<file path="config.mk">
export PLATFORM = sky130hd
export DESIGN_NAME = h2r_lane
export DESIGN_NICKNAME = d
export VERILOG_FILES = /design/src/sv/h2r_pkg.sv /design/src/sv/h2r_lane.sv
export SDC_FILE = /design/constraint.sdc
export NUM_CORES = 2
export LEC_CHECK = 0
export BUFFER_PORTS_ARGS = -buffer_cell sky130_fd_sc_hd__buf_2
export CORE_MARGIN = 5
export CORE_UTILIZATION = 35
export CTS_BUF_LIST = sky130_fd_sc_hd__clkbuf_16
export DETAILED_ROUTE_END_ITERATION = 12
export PLACE_DENSITY = 0.52
export SLEW_MARGIN = 20
export SYNTH_ARGS = -nofsm -noshare
export SYNTH_HDL_FRONTEND = slang
export SYNTH_SLANG_ARGS = --single-unit
</file>
<file path="constraint.sdc">
create_clock -name clk -period 13.85 [get_ports clk]
set_clock_uncertainty 0.1 [all_clocks]
set_input_delay 1.385 -clock clk [delete_from_list [all_inputs] [get_ports clk]]
set_output_delay 1.385 -clock clk [all_outputs]
set_load 0.03 [all_outputs]
</file>
<file path="src/sv/h2r_pkg.sv">
// Shared constants and types for the HSV to RGB converter.
`timescale 1ns / 1ps
`default_nettype none
package h2r_pkg;

  localparam int CHANNEL_FRACTION_BITS = 16;

  localparam int CH_W       = 17;
  localparam int HUE_W      = 16;
  localparam int IN_DATA_W  = 72;
  localparam int OUT_DATA_W = 72;

  localparam int WRAP_W          = 17;
  localparam int HUE_OFFSET      = 34560;
  localparam int HUE_RECIP       = 4369;
  localparam int HUE_RECIP_W     = 13;
  localparam int HUE_RECIP_SHIFT = 22;
  localparam int IDX_W           = 7;
  localparam int RES_W           = 11;

  localparam int SECTOR_SPAN  = 960;
  localparam int SECTOR_HALF  = 480;
  localparam int SPAN_W       = 10;
  localparam int SPAN_SHIFT   = 6;
  localparam int SPAN_ODD     = 15;

  localparam int SEC_RECIP       = 43;
  localparam int SEC_PROD_W      = 12;
  localparam int SEC_RECIP_SHIFT = 8;
  localparam int SEC_QUOT_W      = 4;
  localparam int SECTORS         = 6;
  localparam int SECTOR_W        = 3;

  localparam int M_W            = CH_W + SPAN_W;
  localparam int BASE_W         = 27;
  localparam int QUOT_W         = 21;
  localparam int DIV15_RECIP    = 1118481;
  localparam int DIV15_RECIP_W  = 21;
  localparam int DIV15_SHIFT    = 24;
  localparam int CHQ_W          = 18;

  localparam logic [SECTOR_W-1:0] SEC_RED     = 3'd0;
  localparam logic [SECTOR_W-1:0] SEC_YELLOW  = 3'd1;
  localparam logic [SECTOR_W-1:0] SEC_GREEN   = 3'd2;
  localparam logic [SECTOR_W-1:0] SEC_CYAN    = 3'd3;
  localparam logic [SECTOR_W-1:0] SEC_BLUE    = 3'd4;

  typedef struct packed {
    logic s1;
    logic s2;
    logic s3;
    logic s4;
    logic s5;
    logic s6;
    logic s7;
  } stage_en_t;

endpackage
`default_nettype wire

</file>
<file path="src/sv/h2r_lane.sv">
// One channel lane: round(v * (960*ONE - s*k) / (960*ONE)) over four stages.
`timescale 1ns / 1ps
`default_nettype none
module h2r_lane #(
  parameter int CHANNEL_FRACTION_BITS = h2r_pkg::CHANNEL_FRACTION_BITS
) (
  input  wire logic                           clk,
  input  wire h2r_pkg::stage_en_t             en,
  input  wire logic [h2r_pkg::CH_W-1:0]       sat,
  input  wire logic [h2r_pkg::CH_W-1:0]       val,
  input  wire logic [h2r_pkg::SPAN_W-1:0]     k,
  output logic      [h2r_pkg::CH_W-1:0]       result
);

  localparam int YW  = h2r_pkg::M_W + CHANNEL_FRACTION_BITS;
  localparam int PW  = h2r_pkg::CH_W + h2r_pkg::M_W;
  localparam int DW  = h2r_pkg::QUOT_W + h2r_pkg::DIV15_RECIP_W;

  logic [h2r_pkg::M_W-1:0]    m3;
  logic [h2r_pkg::CH_W-1:0]   v3;
  logic [PW-1:0]              prod4;
  logic [YW-1:0]              x4;
  logic [h2r_pkg::CH_W-1:0]   v4;
  logic [h2r_pkg::BASE_W-1:0] base5;
  logic [YW-1:0]              y5;
  logic [h2r_pkg::QUOT_W-1:0] z5_next;
  logic [h2r_pkg::QUOT_W-1:0] z5;
  logic [DW-1:0]              prod6;
  logic [h2r_pkg::CHQ_W-1:0]  qq6_next;
  logic [h2r_pkg::CHQ_W-1:0]  qq6;
  logic [h2r_pkg::QUOT_W-1:0] z6;
  logic [h2r_pkg::QUOT_W-1:0] r6;

  always_comb begin
    prod4   = PW'(v3) * PW'(m3);
    base5   = h2r_pkg::BASE_W'(v4) * h2r_pkg::BASE_W'(h2r_pkg::SECTOR_SPAN) +
              h2r_pkg::BASE_W'(h2r_pkg::SECTOR_HALF);
    y5      = (YW'(base5) << CHANNEL_FRACTION_BITS) - x4;
    z5_next = h2r_pkg::QUOT_W'(y5 >> (CHANNEL_FRACTION_BITS + h2r_pkg::SPAN_SHIFT));
    prod6   = DW'(z5) * DW'(h2r_pkg::DIV15_RECIP);
    qq6_next = h2r_pkg::CHQ_W'(prod6 >> h2r_pkg::DIV15_SHIFT);
    r6      = z6 - h2r_pkg::QUOT_W'(qq6) * h2r_pkg::QUOT_W'(h2r_pkg::SPAN_ODD);
    result  = (r6 >= h2r_pkg::QUOT_W'(h2r_pkg::SPAN_ODD)) ?
              h2r_pkg::CH_W'(qq6 + h2r_pkg::CHQ_W'(1)) : h2r_pkg::CH_W'(qq6);
  end

  always_ff @(posedge clk) begin
    if (en.s3) begin
      m3 <= h2r_pkg::M_W'(sat) * h2r_pkg::M_W'(k);
      v3 <= val;
    end
    if (en.s4) begin
      x4 <= YW'(prod4);
      v4 <= v3;
    end
    if (en.s5) begin
      z5 <= z5_next;
    end
    if (en.s6) begin
      z6  <= z5;
      qq6 <= qq6_next;
    end
  end

endmodule
`default_nettype wire

</file>
==> impl_metrics.toml <==
[status]
status = "completed"

[final_layout]
drive_above_1_share_pct = 3.939
area_growth_pct = 6.580
nNetsFinal = 4652

[global_routing]
met3_usage_pct = 1.883
grt-busiest-layer = "met2"
met2_usage_pct = 27.79
grt_max_degree = 61
antenna_found_initial = 2
grt_overflow_total = 0
use_met1_pct = 20.91
grt_usage_pct = 15.75
grt_pass1_vias = 25299
grt_pass1_wl_mm = 131.7

[logic_synthesis]
ys_seq_elements = 164
yosys_warnings = 0
async_flop_share_pct = 0
synth_area_leaders = "fa_1 (36%), ha_1 (15%), edfxtp_1 (14%), inv_1 (8.4%), nand2_1 (5.0%)"
synth_area_mm2 = 0.03430
ys_top_cells_by_count = "inv_1 (771), fa_1 (620), nand2_1 (458), ha_1 (413), and2_1 (239)"
synth_cell_types = 70
ys.flop_type = "edfxtp_1"
syn_avg_cell_area_um2 = 9.598
synth_top_area_share_pct = 36.18
ys_seq_area_share_pct = 14.36
synth_fp_nets = 4659
syn_inst = 3574
synth-edff-count = 164
yosysMostFrequentCell = "inv_1"
yosysTopAreaCell = "fa_1"

[clock_network]
cts_resized = 0
cts_tree = "built"
max-clock-path-buffers = 2
postCtsHoldBufs = 0
postCtsSetupBuffers = 0
cts_sinks = 164
numCtsBuffers = 17
path_clk_slew_ns = 0.08
cts.htree.levels = 4
root_buffer = "clkbuf_16"
clock_latency_ns = 0.49

[hold_path]
hold_path.class = "flip-flop to flip-flop"
hold_start = "z5[5]"

[drt]
drt-total-wl_mm = 78.02
wl_per_cell_um = 16.06
via_count = 23121
drt_pass1_iterations = 5
drt_iter0_markers = 809
vias_per_cell = 4.759
drc = 0
postRouteAntennaNets = 0

[timing]
period_minus_slack_ns = 7.430
rsz0062_at_grt = "false"
setup_tns_ns = 0
worst_pin_slew_ns = 0.9248
hold_viol_final = 0
fin_crit_sh_pct = 53.64
slew_headroom_pct = 38.35
setup_viol = 0
slew_viol_final = 0
fmax_mhz = 134.6

[worst_setup_path]
critPathLaunchType = "flip-flop"
worstSetupPathType = "flip-flop to flip-flop"
r2r-start = "m3[13]"
startpoint = "m3[13]"
required_ns = 13.99
cp_data_arrival_time_ns = 7.57
critPathCaptureType = "flip-flop"
crit_fanout = 17

[floorplanning]
io_pins = 69
die_area_mm2 = 0.1044
core_mm2 = 0.09699
initial_core_util_pct = 35.37
die_h_um = 323.1
rows = 114
chipWidth_um = 323.1

[flow_run]
maxCapViolations = 0

[placed_design]
place_congestion = 0.8120
numPortBuffers = 65
hpwlAfterDp_mm = 62.91
## cells by family (layout without fill, tap and decap cells)
| family | Yosys count | in the layout | synth area share (%) |
|---|---|---|---|
| buffers and inverters | 882 | 888 | 9.676 |
| adders and majority gates | 1033 | 1033 | 51.25 |
| muxes | 7 | 7 | 0.2043 |
| and+or+nand+nor | 978 | 978 | 13.74 |
| DFF | 164 | 164 | 14.36 |
| xor gates and xnor gates | 154 | 154 | 3.932 |
| AOI/OAI and AO/OA | 356 | 356 | 6.843 |
| other | 0 | 2 | 0 |
## per-stage QoR
step                      util [%]  setup slack [ns]  hold WS, ns  area (um^2)  cells
after floorplan                  -             7.054       0.3244        34300   3574
after global placement       37.07             6.247       0.4362        35950   4824
after detailed placement     37.07             6.216       0.4340        35950   4824
after CTS                    37.69             6.343       0.4523        36560   4856
after global routing         37.69             5.949       0.4545        36560   4856
final                        37.69             6.420       0.4361        36560   4858
## sequential cells by signal (all words and copies together) (netlist names)
register / flops
m3: 27
x4: 43
z6: 21
v4: 17
v3: 17
qq6: 18
z5: 21
## cell usage in the layout, fill, tap and decap left out, drive strengths merged, types with 7 or more instances in the layout
master   netlist  layout
a2111oi        9       9
a211oi        11      11
a21boi         7       7
a21o          50      50
a21oi        109     109
a31oi         25      25
and2         239     239
and3          10      10
buf            4      85
clkbuf       107      17
edfxtp       164     164
fa           620     620
ha           413     413
inv          771     776
mux2i          7       7
nand2        458     458
nand2b        21      21
nand3         30      30
nand4         19      19
nor2          95      95
nor2b         16      16
nor3          38      38
nor4           9       9
o21a          24      24
o21ai         65      65
o21bai        15      15
or2            9       9
or3           11      11
xnor2        118     118
xor2          36      36
## layout make-up
cell class                      instances  area [um^2]
Clock inverter                         15        180.2
Clock buffer                           17        425.4
Multi-Input combinational cell       2528        26060
Inverter                              771         2894
Timing Repair Buffer                   85        475.5
Tap cell                             1276         1597
Antenna cell                            2        5.005
Sequential cell                       164         4925
Fill cell                            9943        60430
## final timing paths
path	end	slack, ns	cells after the start
worst max register to register	x4[42]	6.42	23
worst min register to register	z6[5]	0.44	0
worst max-delay path	x4[42]	6.42	23
worst min-delay path	z6[5]	0.44	0
## critical path: stages, from the launching register on
cell      delay, ns
edfxtp_1       0.91
nand2_1        0.18
fa_1           0.57
inv_1          0.05
fa_1           0.53
inv_1          0.05
fa_1           0.51
inv_1          0.06
fa_1           0.52
inv_1          0.05
fa_1           0.47
inv_1          0.05
fa_1           0.49
ha_1           0.38
o21a_1         0.13
o21ai_0        0.15
a21oi_1        0.14
a21boi_0       0.14
o21bai_1       0.24
a21oi_1        0.41
a31oi_1        0.26
a311oi_1       0.48
a21oi_1        0.15
xnor2_1        0.15
## routing by layer
metal | part of all wire (%) | up-vias | wire length, um
met5 | 0.013 | - | 10
met2 | 49 | 297 | 38050
met4 | 1.7 | 2 | 1301
met3 | 2.8 | 71 | 2169
met1 | 47 | 11644 | 36490
li1 | - | 11107 | -
Power is left out: the tool's default activity adds up to more than one toggle a clock period on the data nets, which glitch-free logic cannot reach.
