### config.mk
export PLATFORM = sky130hd
export DESIGN_NAME = h2r_hue_split
export DESIGN_NICKNAME = d
export VERILOG_FILES = /design/src/sv/h2r_pkg.sv /design/src/sv/h2r_hue_split.sv
export SDC_FILE = /design/constraint.sdc
export NUM_CORES = 1
export LEC_CHECK = 0
export ABC_AREA = 1
export BUFFER_PORTS_ARGS = -buffer_cell sky130_fd_sc_hd__clkbuf_2
export CORE_UTILIZATION = 49
export CTS_BUF_LIST = sky130_fd_sc_hd__clkbuf_8
export DETAILED_ROUTE_END_ITERATION = 10
export MAX_ROUTING_LAYER = met4
export PLACE_DENSITY = 0.79
export SYNTH_ARGS = -nofsm -noshare
export SYNTH_HDL_FRONTEND = slang
export SYNTH_SLANG_ARGS = --single-unit
### constraint.sdc
create_clock -name clk -period 5.4 [get_ports clk]
set_clock_uncertainty 0.05 [all_clocks]
set_input_delay 1.08 -clock clk [delete_from_list [all_inputs] [get_ports clk]]
set_output_delay 1.08 -clock clk [all_outputs]
set_load 0.02 [all_outputs]
### src/sv/h2r_pkg.sv
// Shared constants and types for the HSV to RGB converter.
`timescale 1ns / 1ps
`default_nettype none
package h2r_pkg;

  localparam int CHANNEL_FRACTION_BITS = 16;

  localparam int CH_W       = 17;
  localparam int HUE_W      = 16;
  localparam int IN_DATA_W  = 72;
  localparam int OUT_DATA_W = 72;

  localparam int WRAP_W          = 17;
  localparam int HUE_OFFSET      = 34560;
  localparam int HUE_RECIP       = 4369;
  localparam int HUE_RECIP_W     = 13;
  localparam int HUE_RECIP_SHIFT = 22;
  localparam int IDX_W           = 7;
  localparam int RES_W           = 11;

  localparam int SECTOR_SPAN  = 960;
  localparam int SECTOR_HALF  = 480;
  localparam int SPAN_W       = 10;
  localparam int SPAN_SHIFT   = 6;
  localparam int SPAN_ODD     = 15;

  localparam int SEC_RECIP       = 43;
  localparam int SEC_PROD_W      = 12;
  localparam int SEC_RECIP_SHIFT = 8;
  localparam int SEC_QUOT_W      = 4;
  localparam int SECTORS         = 6;
  localparam int SECTOR_W        = 3;

  localparam int M_W            = CH_W + SPAN_W;
  localparam int BASE_W         = 27;
  localparam int QUOT_W         = 21;
  localparam int DIV15_RECIP    = 1118481;
  localparam int DIV15_RECIP_W  = 21;
  localparam int DIV15_SHIFT    = 24;
  localparam int CHQ_W          = 18;

  localparam logic [SECTOR_W-1:0] SEC_RED     = 3'd0;
  localparam logic [SECTOR_W-1:0] SEC_YELLOW  = 3'd1;
  localparam logic [SECTOR_W-1:0] SEC_GREEN   = 3'd2;
  localparam logic [SECTOR_W-1:0] SEC_CYAN    = 3'd3;
  localparam logic [SECTOR_W-1:0] SEC_BLUE    = 3'd4;

  typedef struct packed {
    logic s1;
    logic s2;
    logic s3;
    logic s4;
    logic s5;
    logic s6;
    logic s7;
  } stage_en_t;

endpackage
`default_nettype wire

### src/sv/h2r_hue_split.sv
// Hue wrap, sector index and in-sector remainder over three stages.
`timescale 1ns / 1ps
`default_nettype none
module h2r_hue_split (
  input  wire logic                              clk,
  input  wire h2r_pkg::stage_en_t                en,
  input  wire logic [h2r_pkg::HUE_W-1:0]         hue,
  output logic      [h2r_pkg::SPAN_W-1:0]        rem,
  output logic      [h2r_pkg::SECTOR_W-1:0]      sector
);

  localparam int HQ_W = h2r_pkg::WRAP_W + h2r_pkg::HUE_RECIP_W;

  logic [h2r_pkg::WRAP_W-1:0]     wrap;
  logic [h2r_pkg::WRAP_W-1:0]     wrap_next;
  logic [HQ_W-1:0]                hq;
  logic [HQ_W-1:0]                hq_next;
  logic [h2r_pkg::IDX_W-1:0]      q0;
  logic [h2r_pkg::RES_W-1:0]      r0;
  logic                           over;
  logic [h2r_pkg::IDX_W-1:0]      idx;
  logic [h2r_pkg::IDX_W-1:0]      idx_next;
  logic [h2r_pkg::SPAN_W-1:0]     rem_next;
  logic [h2r_pkg::SEC_PROD_W-1:0] sprod;
  logic [h2r_pkg::SEC_QUOT_W-1:0] squot;
  logic [h2r_pkg::SECTOR_W-1:0]   sector_next;

  always_comb begin
    wrap_next = h2r_pkg::WRAP_W'(h2r_pkg::HUE_OFFSET) + {hue[h2r_pkg::HUE_W-1], hue};
    hq_next   = HQ_W'(wrap_next) * HQ_W'(h2r_pkg::HUE_RECIP);

    q0   = h2r_pkg::IDX_W'(hq >> h2r_pkg::HUE_RECIP_SHIFT);
    r0   = h2r_pkg::RES_W'(wrap - h2r_pkg::WRAP_W'(q0) * h2r_pkg::WRAP_W'(h2r_pkg::SECTOR_SPAN));
    over = r0 >= h2r_pkg::RES_W'(h2r_pkg::SECTOR_SPAN);
    idx_next = over ? q0 + h2r_pkg::IDX_W'(1) : q0;
    rem_next = h2r_pkg::SPAN_W'(over ? r0 - h2r_pkg::RES_W'(h2r_pkg::SECTOR_SPAN) : r0);

    sprod = h2r_pkg::SEC_PROD_W'(idx) * h2r_pkg::SEC_PROD_W'(h2r_pkg::SEC_RECIP);
    squot = h2r_pkg::SEC_QUOT_W'(sprod >> h2r_pkg::SEC_RECIP_SHIFT);
    sector_next = h2r_pkg::SECTOR_W'(idx - h2r_pkg::IDX_W'(squot) *
                                           h2r_pkg::IDX_W'(h2r_pkg::SECTORS));
  end

  always_ff @(posedge clk) begin
    if (en.s1) begin
      wrap <= wrap_next;
      hq   <= hq_next;
    end
    if (en.s2) begin
      idx <= idx_next;
      rem <= rem_next;
    end
    if (en.s3) begin
      sector <= sector_next;
    end
  end

endmodule
`default_nettype wire

==> results_dict.tcl, run 1 <==
set metrics [dict create \
    start_util_pct 50.6 \
    hpwl_mm 8.93 \
    slowest_stage "fa_1" \
    crit_arrival_ns 4.93 \
    syn2layout_area_growth_pct 8.91 \
    hold_path.class "reg2reg" \
    grt_max_degree 19 \
    totalWireLength_mm 10.4 \
    nNetsFinal 814 \
    cts_resized 0 \
    synth_enable_flop_cells 38 \
    setup_viol 0 \
    endpoint_kind "flop" \
    ys_seq_area_share_pct 23.1 \
    ant_nets 0 \
    die-area_um2 10500 \
    clock_path_buffers 2 \
    postCtsSetupBuffers 0 \
    cts_inserted_buffers 5 \
    slowest_delay_ns 0.50 \
    synth.distinct_cells 28 \
    tightest_slew_ns 0.600 \
    worst_slew_margin_rel_pct 59.9 \
    layout_common_cells "nand2_1 (163), inv_1 (134), ha_1 (103)" \
    layout_commonest_cell "nand2_1" \
    drc 0 \
    clk_pin_slew_ns 0.08 \
    crit_type "in2reg" \
    cts_hold_buf 0 \
    cts_tree "built" \
    critPathMaxFanout 7 \
    io_buffers 32 \
    syn_area_um2 4940 \
    min_period_ns 4.93 \
    hold-worst-slack_ns 0.406 \
    htree_levels 2 \
    avgSynthCellArea_um2 7.84 \
    fin_crit_sh_pct 91.4 \
    vias_per_cell 5.14 \
    syn_nets 778 \
    fmax_ghz 0.203 \
    outcome "finished, final reports clean" \
    post-route-util_pct 55.1 \
    synth_ff_type "edfxtp_1" \
    rsz0062_at_grt "no" \
    gp_congestion 0.950 \
    synth_warnings 0 \
    cts_sinks 38 \
    synthCells 630 \
    grt_overflow_total 0 \
    fin_setup_tns_ns 0 \
    chipWidth_um 102 \
    diodes 0 \
    synth_seq_cells 38 \
    cp.required_ns 5.40 \
    insertion_delay_ns 0.30 \
    dr.pass1.iters 4 \
    async_flop_share_pct 0 \
    die_h_um 102 \
    core_um2 9770 \
    antenna_found_initial 0 \
    drv_slew 0 \
    grt_pass1_wl_mm 17.9 \
    drive_above_1_share_pct 7.95 \
    start_kind "primary input" \
    worstPathCellList "clkbuf_2, inv_1, ha_1, a21oi_2, xor2_1, inv_1, ha_1, inv_1, fa_1, inv_1, ha_1, ha_1, ha_1, nand2_1, nor2_1, nand2_1, nor2_1, o21ai_0, nand4_1, nand2_1" \
    drtIter0Drc 184 \
    cpMostUsedCell "ha_1" \
    finalHoldViolations 0 \
    io_pins 37 \
    wl_per_cell_um 13.0 \
    grt_pass1_vias 4180 \
    route.vias.total 4111 \
    cts_root_buf "clkbuf_8" \
    grt_util_all_layers_pct 22.8 \
    std_cell_rows 36 \
    maxCapViolations 0 \
]
[critical path: cells and delay by family]
family / cells / cell delay [ns]
fa+ha+maj: 6 / 1.98
simple gates: 6 / 0.73
buf+inv: 5 / 0.47
compound gates: 2 / 0.39
xor+xnor: 1 / 0.28
[Yosys cell counts, types with 7 or more instances]
master / instances / share of area, %
edfxtp_1: 38 / 23
nor3_1: 7 / 0.71
ha_1: 103 / 26
nor2_1: 35 / 2.7
inv_1: 134 / 10
nand4_1: 13 / 1.6
nand3_1: 32 / 3.2
xor2_1: 11 / 1.9
a21oi_1: 23 / 2.3
fa_1: 21 / 8.5
nand2_1: 163 / 12
o21ai_0: 13 / 1.3
[cell type report]
| type | count | area (um^2) |
|---|---|---|
| repair buffers | 33 | 168 |
| inverters | 136 | 510 |
| flip-flops and latches | 38 | 1140 |
| clock buffers | 5 | 68.8 |
| fillers | 883 | 4390 |
| multi-input cells | 452 | 3260 |
| clock inverters | 3 | 68.8 |
| well taps | 133 | 166 |
[worst paths after layout]
path | slack (ns) | cells after the start | start | to
min reg2reg | 0.41 | 0 | wrap[4] | rem[4]
min | 0.41 | 0 | wrap[4] | rem[4]
max | 0.47 | 20 | hue[8] | hq[28]
max reg2reg | 1.51 | 15 | hq[22] | idx[6]
[sequential cells by signal, indices dropped and copies added (netlist names)]
name    flops
idx         7
sector      3
hq          7
wrap       11
rem        10
[stage by stage]
step                worst slack, ns  cell area (um^2)  std cells
global placement              0.345              5240        792
global route                  0.207              5380        800
CTS                           0.541              5380        800
finish                        0.465              5380        800
floorplan                     0.791              4940        630
detailed placement            0.249              5240        792
[layer usage]
metal  vias up  part of all wire [%]  GRT usage (%)
met5         -                     0              -
met4         0                   2.6           8.35
met3        21                   3.1           2.33
met2        83                    52           44.0
met1      1918                    42           23.7
li1       2089                     -              -
[logic make-up (layout without fill, tap and decap cells)]
family,count (synthesis),count (layout),share of synthesized area [%]
buffers and inverters,140,177,11.0
XOR/XNOR,18,18,3.49
AO/OA/AOI/OAI,44,44,4.86
AND/OR/NAND/NOR,266,266,23.0
adder cells (fa/ha/maj),124,124,34.6
flip-flops,38,38,23.1
Power of run 1 is left out: the tool's default activity adds up to more than one toggle a clock period on the data nets, which glitch-free logic cannot reach.
==> run 2: changes to the inputs <==
Settings changed: CORE_UTILIZATION 49 to 30, PLACE_DENSITY 0.79 to 0.58.
==> run 2 against run 1 <==
Compared with the run above: count of clock-buffer cells in the layout unchanged; hold slack got worse by 0.0018 ns; register-to-register slack got worse by 0.05 ns; setup slack improved by 0.19 ns; critical path depth unchanged; final cell count increased by 11%; sequential share of layout area decreased by 0.37 points; global-route usage decreased by 9.3 points; die area increased by 62%; first-iteration DRC count decreased by 40%; routed wire length decreased by 5.7%; sequential cell count unchanged; critical path type unchanged; critical endpoint is now hq[23].
==> results_dict.tcl, run 2 (same netlist as run 1, synthesis figures left out) <==
set metrics [dict create \
    wl_per_cell_um 11.1 \
    clock_path_buffers 2 \
    crit_arrival_ns 4.75 \
    regMostFlops "wrap" \
    grt_util_all_layers_pct 13.5 \
    cts_sinks 38 \
    holdPathStages 0 \
    worst_slew_margin_rel_pct 65.5 \
    place_area_um2 5360 \
    syn2layout_area_growth_pct 10.8 \
    die_h_um 130 \
    cts_resized 0 \
    io_pins 37 \
    dp_cells 877 \
    drtIter0Drc 111 \
    cts_tree "built" \
    reg2reg_setup_slack_ns 1.46 \
    rsz0062_at_grt "no" \
    nNetsFinal 816 \
    drv_slew 0 \
    insertion_delay_ns 0.30 \
    crit_type "in2reg" \
    finalHoldViolations 0 \
    fin_crit_sh_pct 87.9 \
    largestRegisters "wrap: 11 flops, rem: 10 flops" \
    hold-worst-slack_ns 0.404 \
    ant_nets 0 \
    route.vias.total 3964 \
    tightest_slew_ns 0.512 \
    io_buffers 32 \
    final_cells 885 \
    fmax_ghz 0.211 \
    start_kind "primary input" \
    cts_hold_buf 0 \
    cp.required_ns 5.40 \
    cts_inserted_buffers 5 \
    die-area_um2 17000 \
    clk_pin_slew_ns 0.08 \
    largest_reg_flops 11 \
    outcome "finished, final reports clean" \
    drive_above_1_share_pct 8.22 \
    gp_congestion 0.877 \
    final_area_um2 5480 \
    drc 0 \
    cts_root_buf "clkbuf_8" \
    ff2ff_path_depth 15 \
    postCtsSetupBuffers 0 \
    setup_viol 0 \
    totalWireLength_mm 9.84 \
    layout_common_cells "nand2_1 (163), inv_1 (134), ha_1 (103)" \
    fin_setup_tns_ns 0 \
    hold_path.class "reg2reg" \
    dr.pass1.iters 4 \
    layout_commonest_cell "nand2_1" \
    endpoint_kind "flop" \
    min_period_ns 4.75 \
    start_util_pct 30.9 \
    std_cell_rows 46 \
    core_um2 16000 \
    hpwl_mm 8.63 \
    diodes 0 \
    critPathMaxFanout 3 \
    grt_pass1_vias 3975 \
    htree_levels 2 \
    vias_per_cell 4.48 \
    grt_pass1_wl_mm 17.7 \
    chipWidth_um 130 \
    antenna_found_initial 0 \
    grt_overflow_total 0 \
    grt_max_degree 19 \
    maxCapViolations 0 \
]
==> run 2: layout make-up <==
| cell class | instances | area [um^2] |
|---|---|---|
| fillers | 1700 | 10500 |
| multi-input cells | 452 | 3260 |
| flip-flops and latches | 38 | 1140 |
| inverters | 136 | 510 |
| well taps | 216 | 270 |
| repair buffers | 35 | 183 |
| clock buffers | 5 | 68.8 |
| clock inverters | 3 | 45.0 |
==> run 2: worst max-delay path, stage by stage <==
cell and delay, ns:
clkbuf_2 0.08, inv_1 0.05, ha_1 0.22, a21oi_2 0.22
xor2_1 0.29, inv_1 0.20, ha_1 0.31, inv_1 0.05
fa_1 0.50, inv_1 0.04, ha_1 0.28, ha_1 0.29
ha_1 0.31, nand2_1 0.09, inv_1 0.07, nand2_1 0.07
nor3_1 0.21, nand4_1 0.18, nand4_1 0.13, nand2_1 0.07
==> run 2: metal layers <==
layer,track usage (%),part of all wire [%]
met2,23.8,47
met3,0.943,2.0
met4,4.67,2.3
met5,-,0
met1,16.3,49
==> run 2: worst paths after layout <==
| check | start | to |
|---|---|---|
| worst max-delay path | hue[8] | hq[23] |
| worst max register to register | hq[22] | idx[5] |
| worst min-delay path | wrap[4] | rem[4] |
| worst min register to register | wrap[4] | rem[4] |
==> run 2: per-stage QoR <==
stage	utilization, %	worst slack [ns]
6_report	34.2	0.654
5_1_grt	34.2	0.330
4_1_cts	34.2	0.664
3_5_place_dp	33.5	0.351
3_3_place_gp	33.5	0.393
2_1_floorplan	-	0.791
Power of run 2 is left out for the same reason.
==> run 3: changes to the inputs <==
Settings changed: RECOVER_POWER set to 25.
==> run 3 against run 2 <==
Compared with the run above: sequential cell count stayed put; final area is 0.30% lower; utilization is 0.10 points lower; global-route usage stayed put; non-clock buffer count stayed put; via count is 0.43% lower; routed wire length hardly changed; fmax hardly changed; first-iteration DRC count is 6.3% lower; count of clock-buffer cells in the layout stayed put; critical path type unchanged; critical endpoint unchanged.
==> results_dict.tcl, run 3 (same netlist as run 1, synthesis figures left out) <==
set metrics [dict create \
    crit_type "in2reg" \
    drv_slew 0 \
    clk_pin_slew_ns 0.08 \
    cts_resized 0 \
    die-area_um2 17000 \
    io_pins 37 \
    regMostFlops "wrap" \
    dr.pass1.iters 4 \
    grt_max_degree 19 \
    hold_path.class "reg2reg" \
    drtIter0Drc 104 \
    start_kind "primary input" \
    cts_sinks 38 \
    chipWidth_um 130 \
    start_util_pct 30.9 \
    postCtsSetupBuffers 0 \
    largest_reg_flops 11 \
    totalWireLength_mm 9.84 \
    endpoint_kind "flop" \
    largestRegisters "wrap: 11 flops, rem: 10 flops" \
    cp.required_ns 5.41 \
    grt_util_all_layers_pct 13.5 \
    io_buffers 32 \
    htree_levels 2 \
    tightest_slew_ns 0.929 \
    insertion_delay_ns 0.30 \
    drc 0 \
    ant_nets 0 \
    fin_crit_sh_pct 87.8 \
    cts_root_buf "clkbuf_8" \
    std_cell_rows 46 \
    fmax_ghz 0.211 \
    core_um2 16000 \
    grt_pass1_vias 3975 \
    nNetsFinal 816 \
    clock_path_buffers 2 \
    place_area_um2 5360 \
    route.vias.total 3947 \
    finalHoldViolations 0 \
    critPathMaxFanout 3 \
    maxCapViolations 0 \
    die_h_um 130 \
    cts_tree "built" \
    outcome "finished, final reports clean" \
    setup_viol 0 \
    diodes 0 \
    antenna_found_initial 0 \
    cts_inserted_buffers 5 \
    layout_commonest_cell "nand2_1" \
    wl_per_cell_um 11.1 \
    fin_setup_tns_ns 0 \
    final_area_um2 5460 \
    rsz0062_at_grt "no" \
    post-route-util_pct 34.1 \
    vias_per_cell 4.46 \
    grt_overflow_total 0 \
    grt_pass1_wl_mm 17.7 \
    gp_congestion 0.877 \
    crit_arrival_ns 4.75 \
    num-fill-cells 1706 \
    drive_above_1_share_pct 6.58 \
    worst_slew_margin_rel_pct 38.1 \
    min_period_ns 4.74 \
    syn2layout_area_growth_pct 10.5 \
    cts_hold_buf 0 \
    hpwl_mm 8.63 \
    layout_common_cells "nand2_1 (163), inv_1 (134), ha_1 (103)" \
]
-- run 3: changes by cell type in the layout (fill, tap and decap cells not counted) --
cell,before,now
clkbuf_1,0,11
buf_4,3,2
clkbuf_2,32,22
-- run 3: path summary, 6_finish.rpt --
| check | startpoint | end | slack (ns) | cells past startpoint |
|---|---|---|---|---|
| setup / recovery | hue[8] | hq[23] | 0.66 | 20 |
| setup reg to reg | hq[22] | idx[5] | 1.46 | 15 |
| hold reg to reg | wrap[4] | rem[4] | 0.40 | 0 |
| hold / removal | wrap[4] | rem[4] | 0.40 | 0 |
-- run 3: metrics by stage --
stage / hold WS [ns] / std cells / setup slack [ns]
6_report: 0.404 / 885 / 0.658
5_1_grt: 0.439 / 885 / 0.336
4_1_cts: 0.405 / 885 / 0.664
3_5_place_dp: 0.383 / 877 / 0.351
3_3_place_gp: 0.383 / 877 / 0.393
2_1_floorplan: 0.377 / 630 / 0.791
-- run 3: cell type report --
cell class	count	area, um^2	share of cell area [%]
Inverter	136	510	9.35
Clock inverter	3	45.0	0.825
Sequential cell	38	1140	20.9
Timing Repair Buffer	35	166	3.05
Multi-Input combinational cell	452	3260	59.7
Clock buffer	5	68.8	1.26
Tap cell	216	270	4.95
-- run 3: critical path, cell delays in order --
cell and delay, ns:
clkbuf_2 0.08, inv_1 0.05, ha_1 0.22, a21oi_2 0.21
xor2_1 0.29, inv_1 0.20, ha_1 0.31, inv_1 0.05
fa_1 0.51, inv_1 0.04, ha_1 0.28, ha_1 0.29
ha_1 0.31, nand2_1 0.09, inv_1 0.07, nand2_1 0.07
nor3_1 0.21, nand4_1 0.18, nand4_1 0.13, nand2_1 0.07
-- run 3: layer usage --
layer | routed length, um | track usage [%]
met1 | 4810 | 16.3
met5 | 0 | -
met4 | 231 | 4.67
met3 | 173 | 0.943
met2 | 4620 | 23.8
Power of run 3 is left out for the same reason.
